<file path="src/pldn_pkg.sv">
// shared constants for the polyline densify unit
// no dependencies; imported by every module of the block
package pldn_pkg;
    localparam int FIELD_W          = 32;
    localparam int LEN_W            = 31;
    localparam int COORD_BITS_DEF   = 32;
    localparam int MAX_INSERTS_DEF  = 63;
    localparam logic [LEN_W-1:0] LEN_RESET = LEN_W'(65536);
endpackage

</file>
<file path="src/pldn_sqrt.sv">
// iterative floor square root, one result bit per cycle
// depends on pldn_pkg
module pldn_sqrt #(
    parameter int COORD_BITS = pldn_pkg::COORD_BITS_DEF
) (
    input  logic                    aclk,
    input  logic                    aresetn,
    input  logic                    start,
    input  logic [2*COORD_BITS:0]   radicand,
    output logic                    done,
    output logic [COORD_BITS:0]     root
);
    import pldn_pkg::*;

    localparam int SW  = 2 * COORD_BITS + 2;
    localparam int RTW = COORD_BITS + 1;
    localparam int RW  = COORD_BITS + 4;
    localparam int CW  = $clog2(RTW + 1);

    logic [SW-1:0]  rad_reg, rad_next;
    logic [RTW-1:0] root_reg, root_next;
    logic [RW-1:0]  rem_reg, rem_next;
    logic [CW-1:0]  cnt_reg, cnt_next;
    logic           busy_reg, busy_next;
    logic           done_reg, done_next;
    logic [RW-1:0]  rem_sh, trial;

    always_comb begin
        rem_sh    = {rem_reg[RW-3:0], rad_reg[SW-1:SW-2]};
        trial     = RW'({root_reg, 2'b01});
        rad_next  = rad_reg;
        root_next = root_reg;
        rem_next  = rem_reg;
        cnt_next  = cnt_reg;
        busy_next = busy_reg;
        done_next = 1'b0;
        if (start) begin
            rad_next  = {1'b0, radicand};
            root_next = '0;
            rem_next  = '0;
            cnt_next  = CW'(RTW);
            busy_next = 1'b1;
        end else if (busy_reg) begin
            rad_next = {rad_reg[SW-3:0], 2'b00};
            if (rem_sh >= trial) begin
                rem_next  = rem_sh - trial;
                root_next = {root_reg[RTW-2:0], 1'b1};
            end else begin
                rem_next  = rem_sh;
                root_next = {root_reg[RTW-2:0], 1'b0};
            end
            cnt_next = cnt_reg - 1'b1;
            if (cnt_reg == CW'(1)) begin
                busy_next = 1'b0;
                done_next = 1'b1;
            end
        end
    end

    always_ff @(posedge aclk) begin
        rad_reg  <= rad_next;
        root_reg <= root_next;
        rem_reg  <= rem_next;
        cnt_reg  <= cnt_next;
        if (!aresetn) begin
            busy_reg <= 1'b0;
            done_reg <= 1'b0;
        end else begin
            busy_reg <= busy_next;
            done_reg <= done_next;
        end
    end

    assign done = done_reg;
    assign root = root_reg;
endmodule

</file>
<file path="src/pldn_div.sv">
// iterative restoring divider, one quotient bit per cycle
// depends on pldn_pkg; quotient is known to fit COORD_BITS bits
module pldn_div #(
    parameter int COORD_BITS = pldn_pkg::COORD_BITS_DEF
) (
    input  logic                                  aclk,
    input  logic                                  aresetn,
    input  logic                                  start,
    input  logic [COORD_BITS+pldn_pkg::LEN_W-1:0] num,
    input  logic [COORD_BITS:0]                   den,
    output logic                                  done,
    output logic [COORD_BITS-1:0]                 quo
);
    import pldn_pkg::*;

    localparam int NW = COORD_BITS + LEN_W;
    localparam int RW = COORD_BITS + 2;
    localparam int CW = $clog2(COORD_BITS + 1);

    logic [RW-1:0]         rem_reg, rem_next;
    logic [COORD_BITS-1:0] lo_reg, lo_next;
    logic [COORD_BITS-1:0] quo_reg, quo_next;
    logic [COORD_BITS:0]   den_reg, den_next;
    logic [CW-1:0]         cnt_reg, cnt_next;
    logic                  busy_reg, busy_next;
    logic                  done_reg, done_next;
    logic [RW-1:0]         rem_sh;
    logic [NW-COORD_BITS-1:0] num_hi;

    always_comb begin
        num_hi    = num[NW-1:COORD_BITS];
        rem_sh    = {rem_reg[RW-2:0], lo_reg[COORD_BITS-1]};
        rem_next  = rem_reg;
        lo_next   = lo_reg;
        quo_next  = quo_reg;
        den_next  = den_reg;
        cnt_next  = cnt_reg;
        busy_next = busy_reg;
        done_next = 1'b0;
        if (start) begin
            // upper part is below the divisor, so it fits the remainder
            rem_next  = RW'(num_hi);
            lo_next   = num[COORD_BITS-1:0];
            quo_next  = '0;
            den_next  = den;
            cnt_next  = CW'(COORD_BITS);
            busy_next = 1'b1;
        end else if (busy_reg) begin
            lo_next = {lo_reg[COORD_BITS-2:0], 1'b0};
            if (rem_sh >= RW'(den_reg)) begin
                rem_next = rem_sh - RW'(den_reg);
                quo_next = {quo_reg[COORD_BITS-2:0], 1'b1};
            end else begin
                rem_next = rem_sh;
                quo_next = {quo_reg[COORD_BITS-2:0], 1'b0};
            end
            cnt_next = cnt_reg - 1'b1;
            if (cnt_reg == CW'(1)) begin
                busy_next = 1'b0;
                done_next = 1'b1;
            end
        end
    end

    always_ff @(posedge aclk) begin
        rem_reg <= rem_next;
        lo_reg  <= lo_next;
        quo_reg <= quo_next;
        den_reg <= den_next;
        cnt_reg <= cnt_next;
        if (!aresetn) begin
            busy_reg <= 1'b0;
            done_reg <= 1'b0;
        end else begin
            busy_reg <= busy_next;
            done_reg <= done_next;
        end
    end

    assign done = done_reg;
    assign quo  = quo_reg;
endmodule

</file>
<file path="src/polyline_densify_unit.sv">
// polyline densify unit: top level with sequencer, shared multiplier and output register
// depends on pldn_pkg, pldn_sqrt, pldn_div
//
// Usage: vertices enter on the s_ channel (x, y, z, m in s_tdata, first-vertex flag
// in s_tuser). For each vertex the block emits zero or more inserted points and then
// the vertex itself on the m_ channel; m_tlast marks the vertex closing the run.
// A vertex that opens a polyline (flag set, or none seen since reset) passes
// alone. Otherwise points are inserted toward the vertex while the floor distance
// from the last emitted point exceeds max_seg_len, at most MAX_INSERTS of them;
// m_tuser bit 1 flags a vertex whose insert limit was hit.
// Each point costs one pass: the squares of both axis distances, a square root
// pass, a check, two divisions and an emit. The final vertex check takes the
// root pass only; an opening vertex goes straight to the emit. s_tready is high
// only when idle.
// Results sit in one output register; while m_tready is low the sequencer holds
// the next point until that register frees up, so nothing is lost.
// Reset (aresetn low, synchronous) clears the previous point, restores
// max_seg_len to 1.0 and empties the output register.
// cfg_we writes cfg_wdata into max_seg_len; write only while idle.
module polyline_densify_unit #(
    parameter int COORD_BITS  = pldn_pkg::COORD_BITS_DEF,
    parameter int MAX_INSERTS = pldn_pkg::MAX_INSERTS_DEF
) (
    input  logic                         aclk,
    input  logic                         aresetn,
    input  logic                         cfg_we,
    input  logic [pldn_pkg::LEN_W-1:0]   cfg_wdata,
    input  logic                         s_tvalid,
    output logic                         s_tready,
    input  logic [4*pldn_pkg::FIELD_W-1:0] s_tdata, // pt_x, pt_y, pt_z, pt_m
    input  logic                         s_tuser,   // first_vertex
    output logic                         m_tvalid,
    input  logic                         m_tready,
    output logic [4*pldn_pkg::FIELD_W-1:0] m_tdata, // out_x, out_y, out_z, out_m
    output logic                         m_tlast,   // last_of_run
    output logic [1:0]                   m_tuser    // is_inserted, truncated
);
    import pldn_pkg::*;

    localparam int CB  = COORD_BITS;
    localparam int MW  = (CB > LEN_W) ? CB : LEN_W;
    localparam int DW  = (CB + 1 > LEN_W) ? CB + 1 : LEN_W;
    localparam int NW  = CB + LEN_W;
    localparam int KW  = $clog2(MAX_INSERTS + 1);

    localparam logic [3:0] ST_IDLE  = 4'd0;
    localparam logic [3:0] ST_SQX   = 4'd1;
    localparam logic [3:0] ST_SQY   = 4'd2;
    localparam logic [3:0] ST_SUM   = 4'd3;
    localparam logic [3:0] ST_ROOT  = 4'd4;
    localparam logic [3:0] ST_CHECK = 4'd5;
    localparam logic [3:0] ST_DX    = 4'd6;
    localparam logic [3:0] ST_DXW   = 4'd7;
    localparam logic [3:0] ST_DY    = 4'd8;
    localparam logic [3:0] ST_DYW   = 4'd9;
    localparam logic [3:0] ST_EMIT  = 4'd10;

    logic [3:0]           state_reg, state_next;
    logic [LEN_W-1:0]     len_reg, len_next;
    logic [CB-1:0]        vx_reg, vx_next, vy_reg, vy_next;
    logic [FIELD_W-1:0]   vz_reg, vz_next, vm_reg, vm_next;
    logic [CB-1:0]        px_reg, px_next, py_reg, py_next;
    logic                 have_prev_reg, have_prev_next;
    logic [KW-1:0]        cnt_reg, cnt_next;
    logic                 ins_reg, ins_next;
    logic                 trunc_reg, trunc_next;
    logic [2*MW-1:0]      prod_reg, prod_next;
    logic [2*CB:0]        sum_reg, sum_next;
    logic [CB:0]          dist_reg, dist_next;
    logic [CB-1:0]        qx_reg, qx_next;
    logic                 ov_reg, ov_next;
    logic [4*FIELD_W-1:0] od_reg, od_next;
    logic                 olast_reg, olast_next;
    logic [1:0]           ouser_reg, ouser_next;

    logic [LEN_W-1:0]     len_eff;
    logic [CB:0]          dx, dy;
    logic [CB-1:0]        ax, ay;
    logic [MW-1:0]        mul_a, mul_b;
    logic                 sq_start, sq_done, dv_start, dv_done;
    logic [2*CB:0]        radicand;
    logic [CB:0]          root;
    logic [CB-1:0]        quo;
    logic [CB-1:0]        step_x, step_y;
    logic [CB-1:0]        s_x, s_y;

    assign len_eff = (len_reg == '0) ? LEN_W'(1) : len_reg;
    assign s_x     = s_tdata[CB-1:0];
    assign s_y     = s_tdata[FIELD_W+CB-1:FIELD_W];

    always_comb begin
        dx = {vx_reg[CB-1], vx_reg} - {px_reg[CB-1], px_reg};
        dy = {vy_reg[CB-1], vy_reg} - {py_reg[CB-1], py_reg};
        // distance never exceeds the coordinate range, so the magnitude fits CB bits
        ax = dx[CB] ? CB'(-dx) : dx[CB-1:0];
        ay = dy[CB] ? CB'(-dy) : dy[CB-1:0];
        step_x = dx[CB] ? -qx_reg : qx_reg;
        step_y = dy[CB] ? -quo : quo;
    end

    assign radicand = sum_reg + (2*CB+1)'(prod_reg[2*CB-1:0]);
    assign sq_start = (state_reg == ST_SUM);
    assign dv_start = (state_reg == ST_DX) || (state_reg == ST_DY);

    pldn_sqrt #(.COORD_BITS(CB)) u_sqrt (
        .aclk     (aclk),
        .aresetn  (aresetn),
        .start    (sq_start),
        .radicand (radicand),
        .done     (sq_done),
        .root     (root)
    );

    pldn_div #(.COORD_BITS(CB)) u_div (
        .aclk    (aclk),
        .aresetn (aresetn),
        .start   (dv_start),
        .num     (prod_reg[NW-1:0]),
        .den     (dist_reg),
        .done    (dv_done),
        .quo     (quo)
    );

    // shared multiplier operand select
    always_comb begin
        unique case (state_reg)
            ST_SQX: begin
                mul_a = MW'(ax);
                mul_b = MW'(ax);
            end
            ST_SQY, ST_SUM: begin
                mul_a = MW'(ay);
                mul_b = MW'(ay);
            end
            ST_CHECK, ST_DX, ST_DXW: begin
                mul_a = (state_reg == ST_CHECK) ? MW'(ax) : MW'(ay);
                mul_b = MW'(len_eff);
            end
            default: begin
                mul_a = '0;
                mul_b = '0;
            end
        endcase
    end

    always_comb begin
        state_next     = state_reg;
        len_next       = cfg_we ? cfg_wdata : len_reg;
        vx_next        = vx_reg;
        vy_next        = vy_reg;
        vz_next        = vz_reg;
        vm_next        = vm_reg;
        px_next        = px_reg;
        py_next        = py_reg;
        have_prev_next = have_prev_reg;
        cnt_next       = cnt_reg;
        ins_next       = ins_reg;
        trunc_next     = trunc_reg;
        prod_next      = prod_reg;
        sum_next       = sum_reg;
        dist_next      = dist_reg;
        qx_next        = qx_reg;
        ov_next        = ov_reg && !m_tready;
        od_next        = od_reg;
        olast_next     = olast_reg;
        ouser_next     = ouser_reg;
        s_tready       = (state_reg == ST_IDLE);

        unique case (state_reg)
            ST_IDLE: begin
                if (s_tvalid) begin
                    vx_next    = s_x;
                    vy_next    = s_y;
                    vz_next    = s_tdata[3*FIELD_W-1:2*FIELD_W];
                    vm_next    = s_tdata[4*FIELD_W-1:3*FIELD_W];
                    cnt_next   = '0;
                    trunc_next = 1'b0;
                    ins_next   = 1'b0;
                    state_next = (s_tuser || !have_prev_reg) ? ST_EMIT : ST_SQX;
                end
            end
            ST_SQX: begin
                prod_next  = mul_a * mul_b;
                state_next = ST_SQY;
            end
            ST_SQY: begin
                sum_next   = (2*CB+1)'(prod_reg[2*CB-1:0]);
                prod_next  = mul_a * mul_b;
                state_next = ST_SUM;
            end
            ST_SUM: begin
                state_next = ST_ROOT;
            end
            ST_ROOT: begin
                if (sq_done) begin
                    dist_next  = root;
                    state_next = ST_CHECK;
                end
            end
            ST_CHECK: begin
                prod_next = mul_a * mul_b;
                if (DW'(dist_reg) <= DW'(len_eff)) begin
                    ins_next   = 1'b0;
                    state_next = ST_EMIT;
                end else if (cnt_reg == KW'(MAX_INSERTS)) begin
                    ins_next   = 1'b0;
                    trunc_next = 1'b1;
                    state_next = ST_EMIT;
                end else begin
                    state_next = ST_DX;
                end
            end
            ST_DX: begin
                // divider has latched ax*len, so the product register moves on
                prod_next  = mul_a * mul_b;
                state_next = ST_DXW;
            end
            ST_DXW: begin
                if (dv_done) begin
                    qx_next    = quo;
                    state_next = ST_DY;
                end
            end
            ST_DY: begin
                state_next = ST_DYW;
            end
            ST_DYW: begin
                if (dv_done) begin
                    px_next    = px_reg + step_x;
                    py_next    = py_reg + step_y;
                    ins_next   = 1'b1;
                    state_next = ST_EMIT;
                end
            end
            ST_EMIT: begin
                if (!ov_reg || m_tready) begin
                    ov_next = 1'b1;
                    if (ins_reg) begin
                        od_next    = {FIELD_W'(0), FIELD_W'(0),
                                      FIELD_W'($signed(py_reg)), FIELD_W'($signed(px_reg))};
                        olast_next = 1'b0;
                        ouser_next = 2'b01;
                        cnt_next   = cnt_reg + 1'b1;
                        state_next = ST_SQX;
                    end else begin
                        od_next        = {vm_reg, vz_reg,
                                          FIELD_W'($signed(vy_reg)), FIELD_W'($signed(vx_reg))};
                        olast_next     = 1'b1;
                        ouser_next     = {trunc_reg, 1'b0};
                        px_next        = vx_reg;
                        py_next        = vy_reg;
                        have_prev_next = 1'b1;
                        state_next     = ST_IDLE;
                    end
                end
            end
            default: begin
                state_next = ST_IDLE;
            end
        endcase
    end

    always_ff @(posedge aclk) begin
        vx_reg    <= vx_next;
        vy_reg    <= vy_next;
        vz_reg    <= vz_next;
        vm_reg    <= vm_next;
        cnt_reg   <= cnt_next;
        ins_reg   <= ins_next;
        trunc_reg <= trunc_next;
        prod_reg  <= prod_next;
        sum_reg   <= sum_next;
        dist_reg  <= dist_next;
        qx_reg    <= qx_next;
        od_reg    <= od_next;
        olast_reg <= olast_next;
        ouser_reg <= ouser_next;
        if (!aresetn) begin
            state_reg     <= ST_IDLE;
            len_reg       <= LEN_RESET;
            px_reg        <= '0;
            py_reg        <= '0;
            have_prev_reg <= 1'b0;
            ov_reg        <= 1'b0;
        end else begin
            state_reg     <= state_next;
            len_reg       <= len_next;
            px_reg        <= px_next;
            py_reg        <= py_next;
            have_prev_reg <= have_prev_next;
            ov_reg        <= ov_next;
        end
    end

    assign m_tvalid = ov_reg;
    assign m_tdata  = od_reg;
    assign m_tlast  = olast_reg;
    assign m_tuser  = ouser_reg;
endmodule

</file>
<file path="config.mk">
export PLATFORM = sky130hd
export DESIGN_NAME = polyline_densify_unit
export DESIGN_NICKNAME = d
export VERILOG_FILES = /design/src/pldn_pkg.sv /design/src/pldn_sqrt.sv /design/src/pldn_div.sv /design/src/polyline_densify_unit.sv
export SDC_FILE = /design/constraint.sdc
export NUM_CORES = 2
export LEC_CHECK = 0
export BUFFER_PORTS_ARGS = -buffer_cell sky130_fd_sc_hd__buf_2
export CAP_MARGIN = 15
export CORE_AREA = 2 2 431 433
export CTS_CLUSTER_SIZE = 12
export DETAILED_ROUTE_END_ITERATION = 8
export DIE_AREA = 0 0 433 435
export PLACE_DENSITY = 0.59
export SLEW_MARGIN = 20
export SYNTH_ARGS = -nofsm -noshare
export SYNTH_HDL_FRONTEND = slang
export SYNTH_SLANG_ARGS = --single-unit
</file>
<file path="constraint.sdc">
create_clock -name aclk -period 10.7 [get_ports aclk]
set_clock_uncertainty 0.05 [all_clocks]
set_input_delay 1.07 -clock aclk [delete_from_list [all_inputs] [get_ports aclk]]
set_output_delay 1.07 -clock aclk [all_outputs]
set_load 0.01 [all_outputs]
</file>
==> impl_results.md <==
- Final hold slack: 0.391 ns
- Vias in the first global route: 70900
- Final Critical Period: 11.03 ns
- Synth top area share: 22.7%
- Max reg flops: 128
- Hold Crit Start: u_sqrt.rad_reg[53]
- Synthesized flop and latch total: 840
- Worst skew pair latency: 0.77 ns
- Final setup vio count: 19
- Crit. path cell count: 44
- TritonCTS Buffers: 96
- Post-synthesis sequential area ratio: 28.0%
- Non-filler cells in the finished layout: 12500
- Fill count: 16600
- Setup crit end kind: flop
- Clock Sinks: 840
- Ys async rst share: 0%
- # IOs: 298
- Drt wl/cell: 23.1 µm
- Slew Viols, Final: 0
- Mapped Area: 82100 µm²
- Ys Warns: 0
- Worst path max stage delay: 0.60 ns
- Final Wtd Congestion: 1.02
- Critical path's most frequent cell: fa_1
- Worst-Margin Slew: 1.11 ns
- Grt ovf: 0
- Wire length of the first global-routing pass: 434 mm
- Status: finished with violations
- Total wire length: 288 mm
- Hold depth: 2
- Die area: 188000 µm²
- Reg-to-Reg Start: vy_reg[1]
- Area contributors post-synth: edfxtp_1, fa_1, ha_1
- Syn avg cell area: 9.42 µm²
- Post-synth EDFFs: 621
- Setup CP Type: reg2reg
- Final setup margin: -0.326 ns
- Tot GR Track Use: 30.5%
- Slew margin rel.: 25.3%
- Syn_nets: 10300
- Worst reg-to-reg path cell count: 44
- Crit-path slowest cell: fa_2
- Root buffer cell: clkbuf_16
- Clock transition at the registers of the reported paths: 0.08 ns
- Setup repair after global routing missed its margin: yes
- Htree depth: 3
- Synth unique cells: 105
- Nets@finish: 11600
- CP Max Fanout: 5
- Remaining antenna violation count after routing: 0
- Initial antenna violation count: 6
- Row count: 158
- Fmax: 0.0907 GHz
- Failing checks: negative setup slack
- Final Hold Vio Count: 0
- Die Wd: 433 µm
- Worst EP required: 11.10 ns
- Worst path buffer plus inverter count: 10
- Crit path from: vy_reg[1]
- Vias per cell: 5.54
- Largest net degree at the start of global routing: 118
- Buffers on Ports: 297
- DRT iter0 DRCs: 5759
- Post-Synthesis Cells: 8719
- Final TNS setup: -3.64 ns
- Hold Path Class: reg2reg
- Fin crit share: 103%
- Core footprint: 184000 µm²
- Top delay family on crit path: adder cells
- # Max-Cap Violations: 0
- DPL Wire Length: 230 mm
- Setup crit start kind: flop
- Placement Setup Slack: -1.21 ns
- Max Root-Sink Buffers: 3
- Die H: 435 µm
- CP Data Arrival Time: 11.43 ns
- Hold Buf Count CTS: 0
- Reg-to-reg setup timing slack: -0.33 ns
- CTS tree: done
- Placed cells: 12200
- Ys flop type: edfxtp_1
- Drt drc: 0
- Layout cell share with drive strength beyond 1: 22.2%
- Initial core utilization: 44.6%
- Area delta synth->final: 23.5%
- Drt pass-1 iters: 6
- Via count: 69100
- Synth area leader: edfxtp_1
-- Yosys cell counts (27+ instances only) --
cell type,instances
nor2_1,739
buf_2,39
edfxtp_1,621
a221oi_1,30
and3_1,68
clkbuf_1,339
o31ai_1,38
o21bai_1,55
ha_1,561
o211ai_1,39
xor2_1,132
nor4_1,27
xnor2_1,247
or3_1,30
dfxtp_1,219
o21ai_0,338
inv_1,1229
mux2_2,61
buf_1,41
a21o_1,214
nor2b_1,120
and2_1,90
nor3_1,150
a21oi_1,486
a31oi_1,55
nand2b_1,77
fa_1,902
nand2_1,896
o21a_1,50
a211oi_1,82
nand3_1,150
mux2i_1,160
nand4_1,57
-- cells by family after synthesis --
| family | Yosys count | share of synthesized area (%) |
|---|---|---|
| simple gates | 2503 | 13.8 |
| compound gates | 1658 | 13.1 |
| buf+inv | 1655 | 7.66 |
| fa+ha+maj | 1463 | 30.5 |
| flops | 840 | 28.0 |
| xor+xnor | 379 | 4.04 |
| mux | 221 | 2.79 |
-- layout make-up --
| cell class | count | area [µm²] | share of cell area, % |
|---|---|---|---|
| multi-input cells | 6225 | 55400 | 54.6 |
| flip-flops and latches | 840 | 23000 | 22.7 |
| repair buffers | 1529 | 12100 | 11.9 |
| inverters | 1230 | 4630 | 4.56 |
| well taps | 2480 | 3100 | 3.06 |
| clock buffers | 133 | 2680 | 2.64 |
| clock inverters | 46 | 487 | 0.480 |
| diodes | 4 | 10.0 | 0.00987 |
-- worst reg2reg max path: cells and delay by family, from the launching register on --
kind            cells  cell delay (ns)
buf+inv            10             1.29
flops               1             0.41
compound gates     16             2.72
xor+xnor            2             0.24
fa+ha+maj          10             4.64
simple gates        6             1.34
-- what timing repair did --
action,4_1_cts,5_1_grt
resized for setup,353,220
buffers inserted,103,39
pin swaps,165,136
cloned,1,1
setup endpoints to repair,43,39
-- stage by stage --
stage,instance area (µm²),utilization [%]
final,101000,55.1
after global routing,101000,55.1
after CTS,100000,54.3
after detailed placement,94400,51.3
after global placement,94400,51.3
after floorplan,82200,-
-- cells in the final DEF, fill, tap and decap left out, types with 26 or more instances in the layout --
cell	instances
nand4_1	57
nor2b_1	115
edfxtp_1	621
o21ai_1	30
nor2_2	26
ha_1	518
o21bai_1	53
nand2b_1	75
clkbuf_16	100
fa_2	47
buf_2	297
a21oi_2	38
o31ai_1	31
dfxtp_1	214
buf_12	83
xnor2_1	231
o21ai_0	311
nor2_1	708
a211oi_1	74
mux2_2	60
and3_1	62
inv_1	1215
a31oi_1	49
o21a_1	49
buf_6	57
nor3_1	121
buf_4	1083
nand3_1	137
a21oi_1	434
clkbuf_1	27
a21o_1	202
fa_1	855
o211ai_1	39
xor2_1	127
ha_4	34
nand2_1	880
and2_1	86
mux2i_1	159
-- final timing paths --
| path | end |
|---|---|
| worst max-delay path | prod_reg[52] |
| worst min-delay path | u_sqrt.rad_reg[55] |
| worst max register to register | prod_reg[52] |
| worst min register to register | u_sqrt.rad_reg[55] |
-- routing by layer --
| layer | up-vias | global-route usage, % | routed length, µm |
|---|---|---|---|
| met5 | - | 0 | 59 |
| met4 | 4 | 12.7 | 13800 |
| met3 | 585 | 6.74 | 24600 |
| met2 | 2636 | 47.7 | 130000 |
| met1 | 34300 | 40.7 | 120000 |
| li1 | 31600 | - | - |
Power is not shown: default switching activity piles up to over one toggle a cycle in this logic, so the estimate is an artifact.
